`config.mk`:
```
export PLATFORM = sky130hd
export DESIGN_NAME = looping_playback_timeline_timer_top
export DESIGN_NICKNAME = d
export VERILOG_FILES = /design/src/rtl/core/lptt_pkg.sv /design/src/rtl/core/lptt_div.sv /design/src/rtl/core/lptt_ctrl.sv /design/src/rtl/core/looping_playback_timeline_timer_top.sv
export SDC_FILE = /design/constraint.sdc
export NUM_CORES = 2
export LEC_CHECK = 0
export BUFFER_PORTS_ARGS = -buffer_cell sky130_fd_sc_hd__buf_2
export CAP_MARGIN = 20
export CORE_ASPECT_RATIO = 0.6
export CORE_MARGIN = 1.5
export CORE_UTILIZATION = 40
export DETAILED_ROUTE_END_ITERATION = 12
export PLACE_DENSITY = 0.63
export RECOVER_POWER = 50
export SETUP_SLACK_MARGIN = 0.05
export SLEW_MARGIN = 20
export SYNTH_ARGS = -nofsm -noshare
export SYNTH_HDL_FRONTEND = slang
export SYNTH_SLANG_ARGS = --single-unit
```
`constraint.sdc`:
```
create_clock -name clock -period 10.9 [get_ports clock]
set_clock_uncertainty 0.2 [all_clocks]
set_input_delay 1.09 -clock clock [delete_from_list [all_inputs] [get_ports clock]]
set_output_delay 1.09 -clock clock [all_outputs]
set_load 0.05 [all_outputs]
```
`src/rtl/core/lptt_pkg.sv`:
```
// ----------------------------------------------------------------------------
// lptt_pkg
// shared types and constants of the looping playback timeline timer
// ----------------------------------------------------------------------------
`default_nettype none

package lptt_pkg;

   // field widths
   localparam int unsigned TIME_W   = 32;  // q16.16 time values
   localparam int unsigned SPEED_W  = 16;  // q8.8 rate
   localparam int unsigned FRAC_W   = 17;  // q0.16 ratio incl. the value 1.0
   localparam int unsigned ID_W     = 32;
   localparam int unsigned REQ_W    = 3;
   localparam int unsigned CSR_IX_W = 3;

   // product of a signed delta and the 17 bit signed speed
   localparam int unsigned PROD_W   = 48;
   localparam int unsigned STEP_SH  = 8;                 // q24.24 down to q16.16
   localparam int unsigned STEP_W   = PROD_W - STEP_SH;  // signed step
   localparam int unsigned POS_W    = STEP_W + 1;        // signed cursor plus step

   // shared divider
   localparam int unsigned DIV_NUM_W     = 48;
   localparam int unsigned DIV_CNT_W     = 6;
   localparam int unsigned DIV_MOD_STEPS = POS_W;  // full remainder of the wrapped position
   localparam int unsigned DIV_FRAC_STEPS = 16;    // ratio of a value below its divisor

   localparam logic [SPEED_W-1:0] SPEED_ONE = SPEED_W'(256);
   localparam logic [FRAC_W-1:0]  FRAC_ONE  = FRAC_W'(65536);

   typedef enum logic [REQ_W-1:0] {
      REQ_TICK   = 3'd0,
      REQ_PLAY   = 3'd1,
      REQ_STOP   = 3'd2,
      REQ_PAUSE  = 3'd3,
      REQ_RESUME = 3'd4,
      REQ_SEEK   = 3'd5
   } req_code_type;

   typedef enum logic [1:0] {
      MODE_STOPPED   = 2'd0,
      MODE_PLAYING   = 2'd1,
      MODE_PAUSED    = 2'd2,
      MODE_FINISHING = 2'd3
   } mode_type;

   typedef enum logic [CSR_IX_W-1:0] {
      CSR_LENGTH       = 3'd0,
      CSR_SEQ_VALID    = 3'd1,
      CSR_SPEED        = 3'd2,
      CSR_BLEND_TIME   = 3'd3,
      CSR_LOOP_ENABLE  = 3'd4,
      CSR_HOLD_AT_END  = 3'd5,
      CSR_USE_UNSCALED = 3'd6
   } csr_index_type;

   typedef enum logic [3:0] {
      ST_IDLE,
      ST_EXEC,
      ST_ADV,
      ST_MOD,
      ST_NORM,
      ST_NORM_WAIT,
      ST_WGT,
      ST_WGT_WAIT,
      ST_OUT
   } seq_state_type;

   typedef struct packed {
      logic [TIME_W-1:0]  length;
      logic               seq_valid;
      logic [SPEED_W-1:0] speed;
      logic [TIME_W-1:0]  blend_time;
      logic               loop_en;
      logic               hold_en;
      logic               unscaled;
   } cfg_type;

   typedef struct packed {
      logic                 start;
      logic [DIV_CNT_W-1:0] steps;
      logic [TIME_W-1:0]    rem_init;
      logic [DIV_NUM_W-1:0] num_init;
      logic [TIME_W-1:0]    divisor;
   } div_cmd_type;

   typedef struct packed {
      logic                    done;
      logic [TIME_W-1:0]       rem;
      logic [DIV_FRAC_STEPS-1:0] quo;
   } div_rsp_type;

endpackage

`default_nettype wire

```
`src/rtl/core/lptt_div.sv`:
```
// ----------------------------------------------------------------------------
// lptt_div
// shared restoring divider, one quotient bit per cycle
// ----------------------------------------------------------------------------
`default_nettype none

module lptt_div (
   input  wire logic                 clock,
   input  wire logic                 reset,
   input  wire lptt_pkg::div_cmd_type cmd,
   output lptt_pkg::div_rsp_type     rsp
);

   logic [lptt_pkg::TIME_W-1:0]    rem_ff, rem_in;
   logic [lptt_pkg::DIV_NUM_W-1:0] num_ff;
   logic [lptt_pkg::TIME_W-1:0]    div_ff;
   logic [lptt_pkg::DIV_CNT_W-1:0] cnt_ff;
   logic                           done_ff;

   logic [lptt_pkg::TIME_W:0] trial;
   logic [lptt_pkg::TIME_W:0] diff;
   logic                      ge;

   // partial remainder stays below the divisor, so trial fits one extra bit
   always_comb begin
      trial  = {rem_ff, num_ff[lptt_pkg::DIV_NUM_W-1]};
      ge     = trial >= {1'b0, div_ff};
      diff   = trial - {1'b0, div_ff};
      rem_in = ge ? diff[lptt_pkg::TIME_W-1:0] : trial[lptt_pkg::TIME_W-1:0];
   end

   always_ff @(posedge clock) begin
      if (reset) begin
         cnt_ff  <= '0;
         done_ff <= 1'b0;
      end else if (cmd.start) begin
         cnt_ff  <= cmd.steps;
         done_ff <= 1'b0;
      end else if (cnt_ff != '0) begin
         cnt_ff  <= cnt_ff - 1'b1;
         done_ff <= (cnt_ff == lptt_pkg::DIV_CNT_W'(1));
      end else begin
         done_ff <= 1'b0;
      end
   end

   always_ff @(posedge clock) begin
      if (cmd.start) begin
         rem_ff <= cmd.rem_init;
         num_ff <= cmd.num_init;
         div_ff <= cmd.divisor;
      end else if (cnt_ff != '0) begin
         rem_ff <= rem_in;
         num_ff <= {num_ff[lptt_pkg::DIV_NUM_W-2:0], ge};
      end
   end

   assign rsp.done = done_ff;
   assign rsp.rem  = rem_ff;
   assign rsp.quo  = num_ff[lptt_pkg::DIV_FRAC_STEPS-1:0];

endmodule

`default_nettype wire

```
`src/rtl/core/lptt_ctrl.sv`:
```
// ----------------------------------------------------------------------------
// lptt_ctrl
// sequencer, playback state and result register
// ----------------------------------------------------------------------------
`default_nettype none

module lptt_ctrl (
   input  wire logic                                clock,
   input  wire logic                                reset,
   input  wire lptt_pkg::cfg_type                   cfg,
   input  wire logic                                req_valid,
   output logic                                     req_ready,
   input  wire logic [lptt_pkg::REQ_W-1:0]          req_type,
   input  wire logic signed [lptt_pkg::TIME_W-1:0]  req_scaled_delta,
   input  wire logic signed [lptt_pkg::TIME_W-1:0]  req_unscaled_delta,
   input  wire logic [lptt_pkg::TIME_W-1:0]         req_seek_target,
   output logic                                     rsp_valid,
   input  wire logic                                rsp_ready,
   output logic [1:0]                               rsp_play_state,
   output logic [lptt_pkg::TIME_W-1:0]              rsp_position,
   output logic [lptt_pkg::FRAC_W-1:0]              rsp_normalized_position,
   output logic [lptt_pkg::FRAC_W-1:0]              rsp_blend_weight,
   output logic [lptt_pkg::ID_W-1:0]                rsp_session_id,
   output lptt_pkg::div_cmd_type                    div_cmd,
   input  wire lptt_pkg::div_rsp_type               div_rsp
);

   localparam int unsigned TW = lptt_pkg::TIME_W;
   localparam int unsigned FW = lptt_pkg::FRAC_W;
   localparam int unsigned PW = lptt_pkg::POS_W;

   lptt_pkg::seq_state_type state_ff, state_in;
   lptt_pkg::mode_type      mode_ff, mode_in;

   logic [TW-1:0]                      cursor_ff, cursor_in;
   logic signed [TW-1:0]               elapsed_ff, elapsed_in;
   logic [lptt_pkg::ID_W-1:0]          cur_id_ff, cur_id_in;
   logic [lptt_pkg::ID_W-1:0]          next_id_ff, next_id_in;

   logic [lptt_pkg::REQ_W-1:0]         type_ff, type_in;
   logic signed [TW-1:0]               sd_ff, sd_in;
   logic signed [TW-1:0]               ud_ff, ud_in;
   logic [TW-1:0]                      seek_ff, seek_in;
   logic signed [lptt_pkg::PROD_W-1:0] prod_ff, prod_in;
   logic [FW-1:0]                      norm_ff, norm_in;
   logic [FW-1:0]                      weight_ff, weight_in;

   logic                               out_valid_ff, out_valid_in;
   logic [1:0]                         out_state_ff, out_state_in;
   logic [TW-1:0]                      out_pos_ff, out_pos_in;
   logic [FW-1:0]                      out_norm_ff, out_norm_in;
   logic [FW-1:0]                      out_weight_ff, out_weight_in;
   logic [lptt_pkg::ID_W-1:0]          out_id_ff, out_id_in;

   // datapath helpers
   logic [TW-1:0]                      dur;
   logic signed [TW-1:0]               delta;
   logic signed [lptt_pkg::SPEED_W:0]  spd;
   logic signed [lptt_pkg::PROD_W-1:0] prod_full;
   logic signed [TW:0]                 blend_sum;
   logic signed [TW-1:0]               blend_sat;
   logic signed [lptt_pkg::STEP_W-1:0] step;
   logic signed [PW-1:0]               t_sum;
   logic                               t_neg;
   logic                               t_in_range;
   logic                               stop_hit;

   always_comb begin
      dur   = (mode_ff == lptt_pkg::MODE_STOPPED) ? '0 : cfg.length;
      delta = cfg.unscaled ? ud_ff : sd_ff;
      spd   = (cfg.speed == '0) ? $signed({1'b0, lptt_pkg::SPEED_ONE})
                                : $signed({1'b0, cfg.speed});
      // full product of 32 by 17 signed bits always fits 48 signed bits
      prod_full = delta * spd;

      blend_sum = $signed({elapsed_ff[TW-1], elapsed_ff}) + $signed({ud_ff[TW-1], ud_ff});
      if (blend_sum[TW] != blend_sum[TW-1]) begin
         blend_sat = blend_sum[TW] ? $signed({1'b1, {(TW-1){1'b0}}})
                                   : $signed({1'b0, {(TW-1){1'b1}}});
      end else begin
         blend_sat = blend_sum[TW-1:0];
      end

      // arithmetic shift of the product floors toward minus infinity
      step       = prod_ff[lptt_pkg::PROD_W-1:lptt_pkg::STEP_SH];
      t_sum      = $signed({{(PW-TW){1'b0}}, cursor_ff}) + $signed({step[lptt_pkg::STEP_W-1], step});
      t_neg      = t_sum[PW-1];
      t_in_range = !t_neg && (t_sum <= $signed({{(PW-TW){1'b0}}, cfg.length}));
   end

   always_comb begin
      state_in      = state_ff;
      mode_in       = mode_ff;
      cursor_in     = cursor_ff;
      elapsed_in    = elapsed_ff;
      cur_id_in     = cur_id_ff;
      next_id_in    = next_id_ff;
      type_in       = type_ff;
      sd_in         = sd_ff;
      ud_in         = ud_ff;
      seek_in       = seek_ff;
      prod_in       = prod_ff;
      norm_in       = norm_ff;
      weight_in     = weight_ff;
      out_valid_in  = out_valid_ff && !rsp_ready;
      out_state_in  = out_state_ff;
      out_pos_in    = out_pos_ff;
      out_norm_in   = out_norm_ff;
      out_weight_in = out_weight_ff;
      out_id_in     = out_id_ff;
      req_ready     = 1'b0;
      stop_hit      = 1'b0;
      div_cmd       = '0;

      unique case (state_ff)
         lptt_pkg::ST_IDLE: begin
            req_ready = 1'b1;
            if (req_valid) begin
               type_in  = req_type;
               sd_in    = req_scaled_delta;
               ud_in    = req_unscaled_delta;
               seek_in  = req_seek_target;
               state_in = lptt_pkg::ST_EXEC;
            end
         end

         lptt_pkg::ST_EXEC: begin
            state_in = lptt_pkg::ST_NORM;
            unique case (lptt_pkg::req_code_type'(type_ff))
               lptt_pkg::REQ_TICK: begin
                  if (mode_ff == lptt_pkg::MODE_FINISHING) begin
                     stop_hit = 1'b1;
                  end else if (mode_ff == lptt_pkg::MODE_PLAYING) begin
                     elapsed_in = blend_sat;
                     prod_in    = prod_full;
                     state_in   = lptt_pkg::ST_ADV;
                  end
               end
               lptt_pkg::REQ_PLAY: begin
                  if (!cfg.seq_valid) begin
                     stop_hit = 1'b1;
                  end else begin
                     mode_in    = lptt_pkg::MODE_PLAYING;
                     cursor_in  = '0;
                     elapsed_in = '0;
                     cur_id_in  = next_id_ff;
                     next_id_in = next_id_ff + 1'b1;
                  end
               end
               lptt_pkg::REQ_STOP: begin
                  stop_hit = 1'b1;
               end
               lptt_pkg::REQ_PAUSE: begin
                  if (mode_ff == lptt_pkg::MODE_PLAYING) mode_in = lptt_pkg::MODE_PAUSED;
               end
               lptt_pkg::REQ_RESUME: begin
                  if (mode_ff == lptt_pkg::MODE_PAUSED) mode_in = lptt_pkg::MODE_PLAYING;
               end
               lptt_pkg::REQ_SEEK: begin
                  cursor_in = (seek_ff < dur) ? seek_ff : dur;
               end
               default: ;
            endcase
            if (stop_hit) begin
               mode_in    = lptt_pkg::MODE_STOPPED;
               cursor_in  = '0;
               elapsed_in = '0;
               cur_id_in  = '0;
            end
         end

         lptt_pkg::ST_ADV: begin
            state_in = lptt_pkg::ST_NORM;
            if (cfg.length != '0) begin
               if (t_neg) begin
                  cursor_in = cfg.loop_en ? cfg.length : '0;
               end else if (t_in_range) begin
                  cursor_in = t_sum[TW-1:0];
               end else if (cfg.loop_en) begin
                  div_cmd.start    = 1'b1;
                  div_cmd.steps    = lptt_pkg::DIV_CNT_W'(lptt_pkg::DIV_MOD_STEPS);
                  div_cmd.rem_init = '0;
                  div_cmd.num_init = {t_sum, {(lptt_pkg::DIV_NUM_W-PW){1'b0}}};
                  div_cmd.divisor  = cfg.length;
                  state_in         = lptt_pkg::ST_MOD;
               end else begin
                  cursor_in = cfg.length;
                  mode_in   = cfg.hold_en ? lptt_pkg::MODE_PAUSED : lptt_pkg::MODE_FINISHING;
               end
            end
         end

         lptt_pkg::ST_MOD: begin
            if (div_rsp.done) begin
               cursor_in = div_rsp.rem;
               state_in  = lptt_pkg::ST_NORM;
            end
         end

         lptt_pkg::ST_NORM: begin
            state_in = lptt_pkg::ST_WGT;
            if (dur == '0) begin
               norm_in = '0;
            end else if (cursor_ff >= dur) begin
               norm_in = lptt_pkg::FRAC_ONE;
            end else begin
               div_cmd.start    = 1'b1;
               div_cmd.steps    = lptt_pkg::DIV_CNT_W'(lptt_pkg::DIV_FRAC_STEPS);
               div_cmd.rem_init = cursor_ff;
               div_cmd.num_init = '0;
               div_cmd.divisor  = dur;
               state_in         = lptt_pkg::ST_NORM_WAIT;
            end
         end

         lptt_pkg::ST_NORM_WAIT: begin
            if (div_rsp.done) begin
               norm_in  = {1'b0, div_rsp.quo};
               state_in = lptt_pkg::ST_WGT;
            end
         end

         lptt_pkg::ST_WGT: begin
            state_in = lptt_pkg::ST_OUT;
            if (cfg.blend_time == '0) begin
               weight_in = lptt_pkg::FRAC_ONE;
            end else if (elapsed_ff <= 0) begin
               weight_in = '0;
            end else if ($unsigned(elapsed_ff) >= cfg.blend_time) begin
               weight_in = lptt_pkg::FRAC_ONE;
            end else begin
               div_cmd.start    = 1'b1;
               div_cmd.steps    = lptt_pkg::DIV_CNT_W'(lptt_pkg::DIV_FRAC_STEPS);
               div_cmd.rem_init = $unsigned(elapsed_ff);
               div_cmd.num_init = '0;
               div_cmd.divisor  = cfg.blend_time;
               state_in         = lptt_pkg::ST_WGT_WAIT;
            end
         end

         lptt_pkg::ST_WGT_WAIT: begin
            if (div_rsp.done) begin
               weight_in = {1'b0, div_rsp.quo};
               state_in  = lptt_pkg::ST_OUT;
            end
         end

         lptt_pkg::ST_OUT: begin
            if (!out_valid_ff || rsp_ready) begin
               out_valid_in  = 1'b1;
               out_state_in  = mode_ff;
               out_pos_in    = cursor_ff;
               out_norm_in   = norm_ff;
               out_weight_in = weight_ff;
               out_id_in     = cur_id_ff;
               state_in      = lptt_pkg::ST_IDLE;
            end
         end

         default: state_in = lptt_pkg::ST_IDLE;
      endcase
   end

   always_ff @(posedge clock) begin
      if (reset) begin
         state_ff     <= lptt_pkg::ST_IDLE;
         mode_ff      <= lptt_pkg::MODE_STOPPED;
         cursor_ff    <= '0;
         elapsed_ff   <= '0;
         cur_id_ff    <= '0;
         next_id_ff   <= lptt_pkg::ID_W'(1);
         out_valid_ff <= 1'b0;
      end else begin
         state_ff     <= state_in;
         mode_ff      <= mode_in;
         cursor_ff    <= cursor_in;
         elapsed_ff   <= elapsed_in;
         cur_id_ff    <= cur_id_in;
         next_id_ff   <= next_id_in;
         out_valid_ff <= out_valid_in;
      end
   end

   always_ff @(posedge clock) begin
      type_ff       <= type_in;
      sd_ff         <= sd_in;
      ud_ff         <= ud_in;
      seek_ff       <= seek_in;
      prod_ff       <= prod_in;
      norm_ff       <= norm_in;
      weight_ff     <= weight_in;
      out_state_ff  <= out_state_in;
      out_pos_ff    <= out_pos_in;
      out_norm_ff   <= out_norm_in;
      out_weight_ff <= out_weight_in;
      out_id_ff     <= out_id_in;
   end

   assign rsp_valid               = out_valid_ff;
   assign rsp_play_state          = out_state_ff;
   assign rsp_position            = out_pos_ff;
   assign rsp_normalized_position = out_norm_ff;
   assign rsp_blend_weight        = out_weight_ff;
   assign rsp_session_id          = out_id_ff;

endmodule

`default_nettype wire

```
`src/rtl/core/looping_playback_timeline_timer_top.sv`:
```
// ----------------------------------------------------------------------------
// looping_playback_timeline_timer_top
// playback position timer with loop, hold and finish handling at the end
// ----------------------------------------------------------------------------
//
//   channel   ports                    role
//   --------  -----------------------  ---------------------------------------
//   req       req_valid / req_ready    command item in (tick, play, stop, ...)
//   rsp       rsp_valid / rsp_ready    status item out, one per command
//   csr       csr_wr_en                register write, taken at once
//
// one item at a time; a tick without wrap runs the shared divider for
//   16 steps each for normalized position and blend weight
// a looping tick past the end also runs it for the modulo first
// ratios known to be 0 or 1.0 up front skip the divider and save its cycles
// reset is synchronous: stopped, position 0, session ids restart at 1
// the result register lets the next item in while a result waits for rsp_ready
// ----------------------------------------------------------------------------
`default_nettype none

module looping_playback_timeline_timer_top (
   input  wire logic                                  clock,
   input  wire logic                                  reset,
   // command items
   input  wire logic                                  req_valid,
   output logic                                       req_ready,
   input  wire logic [lptt_pkg::REQ_W-1:0]            req_type,
   input  wire logic signed [lptt_pkg::TIME_W-1:0]    req_scaled_delta,
   input  wire logic signed [lptt_pkg::TIME_W-1:0]    req_unscaled_delta,
   input  wire logic [lptt_pkg::TIME_W-1:0]           req_seek_target,
   // status items
   output logic                                       rsp_valid,
   input  wire logic                                  rsp_ready,
   output logic [1:0]                                 rsp_play_state,
   output logic [lptt_pkg::TIME_W-1:0]                rsp_position,
   output logic [lptt_pkg::FRAC_W-1:0]                rsp_normalized_position,
   output logic [lptt_pkg::FRAC_W-1:0]                rsp_blend_weight,
   output logic [lptt_pkg::ID_W-1:0]                  rsp_session_id,
   // register writes
   input  wire logic                                  csr_wr_en,
   input  wire logic [lptt_pkg::CSR_IX_W-1:0]         csr_index,
   input  wire logic [lptt_pkg::TIME_W-1:0]           csr_wdata
);

   lptt_pkg::cfg_type     cfg_ff, cfg_in;
   lptt_pkg::div_cmd_type div_cmd;
   lptt_pkg::div_rsp_type div_rsp;

   // register file, read live by the sequencer
   always_comb begin
      cfg_in = cfg_ff;
      if (csr_wr_en) begin
         unique case (lptt_pkg::csr_index_type'(csr_index))
            lptt_pkg::CSR_LENGTH:       cfg_in.length     = csr_wdata;
            lptt_pkg::CSR_SEQ_VALID:    cfg_in.seq_valid  = csr_wdata[0];
            lptt_pkg::CSR_SPEED:        cfg_in.speed      = csr_wdata[lptt_pkg::SPEED_W-1:0];
            lptt_pkg::CSR_BLEND_TIME:   cfg_in.blend_time = csr_wdata;
            lptt_pkg::CSR_LOOP_ENABLE:  cfg_in.loop_en    = csr_wdata[0];
            lptt_pkg::CSR_HOLD_AT_END:  cfg_in.hold_en    = csr_wdata[0];
            lptt_pkg::CSR_USE_UNSCALED: cfg_in.unscaled   = csr_wdata[0];
            default: ;  // unused index, write dropped
         endcase
      end
   end

   always_ff @(posedge clock) begin
      if (reset) begin
         // all clear but the speed, which resets to 1.0 in q8.8
         cfg_ff <= '{length:     '0,
                     seq_valid:  1'b0,
                     speed:      lptt_pkg::SPEED_ONE,
                     blend_time: '0,
                     loop_en:    1'b0,
                     hold_en:    1'b0,
                     unscaled:   1'b0};
      end else begin
         cfg_ff <= cfg_in;
      end
   end

   // sequencer with mode, cursor, blend time, session ids and result register
   lptt_ctrl u_ctrl (
      .clock                   (clock),
      .reset                   (reset),
      .cfg                     (cfg_ff),
      .req_valid               (req_valid),
      .req_ready               (req_ready),
      .req_type                (req_type),
      .req_scaled_delta        (req_scaled_delta),
      .req_unscaled_delta      (req_unscaled_delta),
      .req_seek_target         (req_seek_target),
      .rsp_valid               (rsp_valid),
      .rsp_ready               (rsp_ready),
      .rsp_play_state          (rsp_play_state),
      .rsp_position            (rsp_position),
      .rsp_normalized_position (rsp_normalized_position),
      .rsp_blend_weight        (rsp_blend_weight),
      .rsp_session_id          (rsp_session_id),
      .div_cmd                 (div_cmd),
      .div_rsp                 (div_rsp)
   );

   // one divider serves the loop modulo and both q0.16 ratios
   lptt_div u_div (
      .clock (clock),
      .reset (reset),
      .cmd   (div_cmd),
      .rsp   (div_rsp)
   );

endmodule

`default_nettype wire

```
# --- Word level (Yosys, flattened, before mapping) ---
# Cells that the tools add are included.
classes:
  addsub: 5
  mul: 1
  n_lt_le_gt_ge: 6
  eq_ne: 44
  mux: 84
  bitwise: 2
  reduce_logical: 42
op_table:
  columns: ["operator", "count"]
  rows:
  - ["119-bit 2-to-1 mux", 9]
  - ["32-bit 2-to-1 mux", 22]
  - ["119-bit case mux with 3 select lines", 1]
  - ["32-bit case mux with 2 select lines", 2]
  - ["17-bit 2-to-1 mux", 6]
  - ["48-bit 2-to-1 mux", 2]
  - ["32-bit case mux with 3 select lines", 1]
  - ["17-bit case mux with 2 select lines", 2]
  - ["32-bit greater-or-equal comparator", 2]
  - ["32-bit zero test", 2]
  - ["4-bit 2-to-1 mux", 14]
  - ["32-bit by 17-bit multiplier with 48-bit output", 1]
  - ["33-bit by 40-bit adder with 41-bit output", 1]
  - ["41-bit by 33-bit less-or-equal comparator with 1-bit output", 1]
  - ["4-bit case mux with 9 select lines", 1]
  - ["32-bit by 32-bit adder with 33-bit output", 1]
  - ["33-bit by 32-bit greater-or-equal comparator with 1-bit output", 1]
  - ["32-bit by 1-bit adder with 32-bit output (second input constant)", 1]
  - ["32-bit by 1-bit less-or-equal comparator with 1-bit output (second input constant)", 1]
  - ["32-bit < comparator", 1]
  - ["32-bit nonzero test", 1]
  - ["32-bit subtractor", 1]
  - ["2-bit 2-to-1 mux", 9]
  - ["2-bit AND reduction", 9]
  - ["other kinds (45)", 92]
word_totals:
  register_bits: 619
  inputBits: 139

# --- Longest topological paths before layout ---
logic_depth:
  depth_word: 8
  depth_mapped: 28
  mapped_depth_nobuf: 26

# --- Hierarchy ---
# Synthesis repeated with hierarchy kept, for this count alone.
unflattened:
  cells_unflattened: 5163
  area_unflattened_um2: 51236.6
modules_own_cells:
  columns: ["module", "instances", "cells_each", "area_each_um2", "seq_area_each_um2"]
  rows:
  - ["lptt_ctrl", 1, 4257, 40681.5, 10900.5]
  - ["lptt_div", 1, 589, 7094.3, 3503.4]
  - ["looping_playback_timeline_timer_top", 1, 317, 3460.8, 1681.6]

# --- Worst setup path before layout ---
# No wires, ideal clock.
synth_path:
  path_kind: "reg-to-reg"
  startpoint: "reg u_ctrl.cursor_ff[0]"
  endpoint: "reg u_div.num_ff[0] (netlist name) (enable)"
  setup_time_ns: 0.998
  arrival_ns: 6.669
  slack_ns: 3.033
  stages_incl_launch_ff: 26
  synth_period_minus_slack_ns: 7.867
  cell_sequence: "dfxtp_1 -> ha_1 -> inv_1 -> fa_1 -> nand2b_1 -> a21o_1 -> a211o_1 -> nand3_1 -> a21boi_0 -> o31a_1 -> nor2b_1 -> nor2_1 -> xnor2_1 -> ha_1 -> nand4_1 -> nor3_1 -> a221o_1 -> a22oi_1 -> a31oi_1 -> nor2_1 -> mux2i_1 -> nor4b_4 -> nor3_2 -> nor3_4 -> buf_2 -> nand3_1"
synth_via:
  elab_chain_cells: 8
  word_cells_on_any_way: 12
synth_lines:
  columns: ["item", "line", "rtl"]
  rows:
  - ["start, declared", "lptt_ctrl.sv:35", "logic [TW-1:0] cursor_ff, cursor_in;"]
  - ["start signal, assigned", "lptt_ctrl.sv:276", "cursor_ff <= cursor_in;"]
  - ["33-bit by 40-bit adder with 41-bit output", "lptt_ctrl.sv:86", "t_sum = $signed({{(PW-TW){1'b0}}, cursor_ff}) + $signed({step[lptt_pkg::STEP_W-1], step});"]
  - ["41-bit by 33-bit less-or-equal comparator with 1-bit output / 1-bit zero test (equally long branches)", "lptt_ctrl.sv:88", "t_in_range = !t_neg && (t_sum <= $signed({{(PW-TW){1'b0}}, cfg.length}));"]
  - ["1-bit logical AND", "lptt_ctrl.sv:88", null]
  - ["119-bit 2-to-1 mux", "lptt_ctrl.sv:177", "end else if (t_in_range) begin"]
  - ["119-bit 2-to-1 mux", "lptt_ctrl.sv:175", "if (t_neg) begin"]
  - ["119-bit 2-to-1 mux", "lptt_ctrl.sv:174", "if (cfg.length != '0) begin"]
  - ["119-bit case mux with 3 select lines *", "lptt_ctrl.sv:115", "unique case (state_ff)"]
  - ["2-bit nonzero test (no source line) *", null, null]
  - ["end signal, assigned", "lptt_div.sv:50", "num_ff <= cmd.num_init;"]
  - ["end signal, assigned", "lptt_div.sv:54", "num_ff <= {num_ff[lptt_pkg::DIV_NUM_W-2:0], ge};"]
  - ["end, declared", "lptt_div.sv:15", "logic [lptt_pkg::DIV_NUM_W-1:0] num_ff;"]
# Every way passes the cells marked *; elsewhere a longest branch is shown, timed or not.
# A chain may end at the register's enable or synchronous reset.

# --- Worst setup path after layout ---
layout_path:
  startpoint: "reg cfg_ff[0] (netlist name)"
  endpoint: "reg u_ctrl.prod_ff[47] (netlist name) (data pin)"
layout_via:
  elab_chain_cells: 2
layout_lines:
  columns: ["item", "line", "rtl"]
  rows:
  - ["start, declared", "looping_playback_timeline_timer_top.sv:45", "lptt_pkg::cfg_type cfg_ff, cfg_in;"]
  - ["start signal, assigned", "looping_playback_timeline_timer_top.sv:69", "cfg_ff <= '{length: '0,"]
  - ["start signal, assigned", "looping_playback_timeline_timer_top.sv:77", "cfg_ff <= cfg_in;"]
  - ["32-bit 2-to-1 mux", "lptt_ctrl.sv:70", "delta = cfg.unscaled ? ud_ff : sd_ff;"]
  - ["32-bit by 17-bit multiplier with 48-bit output", "lptt_ctrl.sv:74", "prod_full = delta * spd;"]
  - ["via u_ctrl.prod_full (one bit)", "lptt_ctrl.sv:59", "logic signed [lptt_pkg::PROD_W-1:0] prod_full;"]
  - ["end signal, assigned", "lptt_ctrl.sv:289", "prod_ff <= prod_in;"]
  - ["end, declared", "lptt_ctrl.sv:44", "logic signed [lptt_pkg::PROD_W-1:0] prod_ff, prod_in;"]
# The timed path passes the listed nets, and every way through them passes these cells.

==> results.md <==
* Leakage at 23.1 nW
* WP data arrival at 9150 ps
* R2r startpoint: cfg_ff[0]$_SDFFE_PP0P_
* Final setup fails at 0
* Die X at 455 um
* Worst setup SP type: register
* Routed Antenna Nets at 0
* Rows at 99
* Status: finished with violations
* DRC errors left at 0
* Worst Tran Pin Value at 3780 ps
* Mean post-synth cell area at 9.73 sq um
* Final WL at 152,000 um
* Vias in the first global route at 36,900
* Postcts setup bufs at 0
* Port Buffers at 240
* Area growth syn-to-layout at 10.0%
* Seq cells post-synth at 611
* Cell mode on critical path: fa_1
* Most frequent cells after synthesis: 733 x inv_1, 670 x nand2_1, 485 x fa_1
* Worst hold slack at 216 ps
* Worst Setup End Kind: register
* Seq/Total Area, Yosys at 32.8%
* CP bufs+invs at 4
* Antenna violations before repair at 17
* CP peak stage delay at 1520 ps
* Clk Latency, worst-skew pair at 650 ps
* Grt ovf at 0
* Yosys top cell area share at 23.6%
* Largest cells by area after synthesis: edfxtp_1 24%, fa_1 20%, dfxtp_1 9.2%, ha_1 8.6%, inv_1 5.6%
* CTS root buffer: clkbuf_16
* Wirelength per Cell at 22.2 um
* Biggest regs: cfg_ff x84, u_div.num_ff x48, u_ctrl.prod_ff x40
* Fraction of registers with async set/reset at 0%
* Final Core Density at 44.4%
* Core box area at 0.122 sq mm
* Violated checks: max-capacitance violations, max-slew violations
* Max reg flops at 84
* Crit Path Max Fanout at 33
* Via-to-Cell Ratio at 5.48
* CTS Hold Bufs at 0
* Resized Gates After CTS at 0
* Critical setup path kind: register to register
* VDD IR max at 135 uV
* Clock buffer depth at 3
* Most common flop cell mapped by yosys: edfxtp_1
* CP top delay family: adder cells
* Iteration-0 DRC count of the detailed router at 4,094
* Die Ht at 274 um
* Post-DP HPWL at 119,000 um
* CP required at 11,090 ps
* Synth Warn # at 0
* Final Max Slew Viols at 331
* Post-synth EDFFs at 385
* Crit-path cells: mux2_2 > and2_1 > fa_1 > inv_1 > fa_1 > fa_1 > inv_1 > fa_1 > fa_1 > inv_1 > fa_1 > inv_1 > ha_1 > and3_1 > nand3_1 > nor3_1 > a21oi_1 > nand2_1 > o211ai_1 > a31oi_1 > a41oi_1 > nor2_1 > a211o_1
* RSZ-0062 raised after global routing: false
* Mapped Area at 0.0491 sq mm
* CTS Buf Count at 70
* Netlist cell types at 81
* Fmax at 112 MHz
* Max-cap violations at 7
* Reg2reg end: u_ctrl.prod_ff[47]$_DFFE_PP_
* Reg with most FFs: cfg_ff
* Die ar. at 0.125 sq mm
* Pwr/cell area at 188 mW/mm^2
* Worst Min Path Start: u_ctrl.norm_ff[7]$_SDFFCE_PN0P_
* Yosys top cell by area: edfxtp_1
* Nets at 6,136
* Register-to-Register Path Depth at 23
* Placed Area at 0.0518 sq mm
* Clock sink count at 611
* Placer Congestion at 1.12
* Largest net degree at the start of global routing at 93
* Setup TNS at 0 ps
* Syn Nets at 6,004
* Share of cells above drive strength 1 at 7.44%
* Endpoint, Worst Hold: u_ctrl.rsp_normalized_position[7]$_DFFE_PP_
* Syn Inst Count at 5,042
* Slowest CP cell: dfxtp_1
* Top-level port count at 241
* Fill count at 11,800
* TritonRoute pass-1 iters at 8
* Slew margin rel. at -152%
* HP Class: register to register
* Final Critical Period at 8960 ps
* Most numerous cell in the Yosys netlist: inv_1
* Fin crit share at 82.2%
* Internal reg-to-reg setup slack at 1940 ps
* GR Util All Layers at 24.6%
* CTS tree: done
* Final Hold Fails at 0
* First-pass GRT wire length at 232,000 um
* Hold Path Stages at 0
* Starting density of the core at 40.3%
* H-Tree Depth at 3
* Design area at 0.0540 sq mm
* Worst-path clk slew at 60 ps
* Via count at 37,600
-- area by class of cell --
type / instances / area (sq um) / area share, %
Timing Repair Buffer: 290 / 1420 / 2.64
Inverter: 734 / 2760 / 5.11
Antenna cell: 9 / 22.5 / 0.0417
Tap cell: 1616 / 2020 / 3.75
Clock buffer: 106 / 2050 / 3.81
Clock inverter: 23 / 243 / 0.450
Multi-Input combinational cell: 3467 / 29400 / 54.4
Sequential cell: 611 / 16100 / 29.8
-- how the worst max path moves through the flow --
stage,start,cells past startpoint,to,slack (ps)
after global placement,cfg_ff[0]$_SDFFE_PP0P_,24,u_ctrl.prod_ff[47]$_DFFE_PP_,2710
after floorplan,u_ctrl.cursor_ff[0]$_SDFFE_PP0P_,25,u_div.num_ff[0]$_SDFFCE_PP0P_,3030
after global routing,cfg_ff[0]$_SDFFE_PP0P_,22,u_ctrl.prod_ff[47]$_DFFE_PP_,1520
after CTS,cfg_ff[0]$_SDFFE_PP0P_,24,u_ctrl.prod_ff[47]$_DFFE_PP_,2650
final,cfg_ff[0]$_SDFFE_PP0P_,23,u_ctrl.prod_ff[47]$_DFFE_PP_,1940
after detailed placement,cfg_ff[0]$_SDFFE_PP0P_,23,u_ctrl.prod_ff[47]$_DFFE_PP_,2680
-- cell usage in the layout (no fill, tap or decap), drive strengths merged, types with 14 or more instances in the layout --
cell and n:
clkbuf 216, o221ai 23, a22o 71, a21oi 259
nor3 60, o21ai 135, nor4 37, and3 31
a22oi 83, mux2i 32, nand4 48, ha 338
a21o 87, a311oi 25, mux2 42, o21a 27
or3 14, nand3 51, xnor2 91, xor2 68
a211oi 30, a221oi 19, o211ai 25, nand2b 17
o21bai 18, nor2 230, dfxtp 226, nand2 670
edfxtp 385, inv 739, a31oi 20, and2 267
or2 36, fa 485, buf 180, nor2b 28
-- cell families (layout without fill, tap and decap cells) --
logic type / Yosys count / after routing / synth area share (%)
AND/OR/NAND/NOR: 1516 / 1516 / 14.7
buffers and inverters: 964 / 1153 / 7.46
AO/OA/AOI/OAI: 894 / 894 / 12.2
adder cells (fa/ha/maj): 824 / 824 / 28.4
flip-flops: 611 / 611 / 32.8
XOR/XNOR: 159 / 159 / 2.84
multiplexers: 74 / 74 / 1.62
other: 0 / 9 / 0
-- power breakdown --
group / internal (W) / switching, W / leakage, nW
logic: 0.00152 / 0.00273 / 16.6
registers: 0.00308 / 0.000419 / 5.38
clock network: 0.00139 / 0.00103 / 1.13
-- routing by layer --
metal  GRT usage (%)  part of all wire (%)  vias up
met5               0                 0.073        -
met4            7.06                   2.9       10
met3            7.48                    11      236
met2            34.4                    41     1669
met1            36.4                    46    18500
li1                -                     -    17200
-- metrics by stage --
| stage | setup slack (ps) | std cells | total power [W] |
|---|---|---|---|
| detailed placement | 2680 | 6718 | 0.00764 |
| global route | 1520 | 6852 | 0.0108 |
| CTS | 2650 | 6847 | 0.0101 |
| global placement | 2710 | 6718 | 0.00758 |
| floorplan | 3030 | 5042 | 0.00627 |
| finish | 1940 | 6856 | 0.0102 |
No activity file was read; power rests on OpenSTA's default activity.
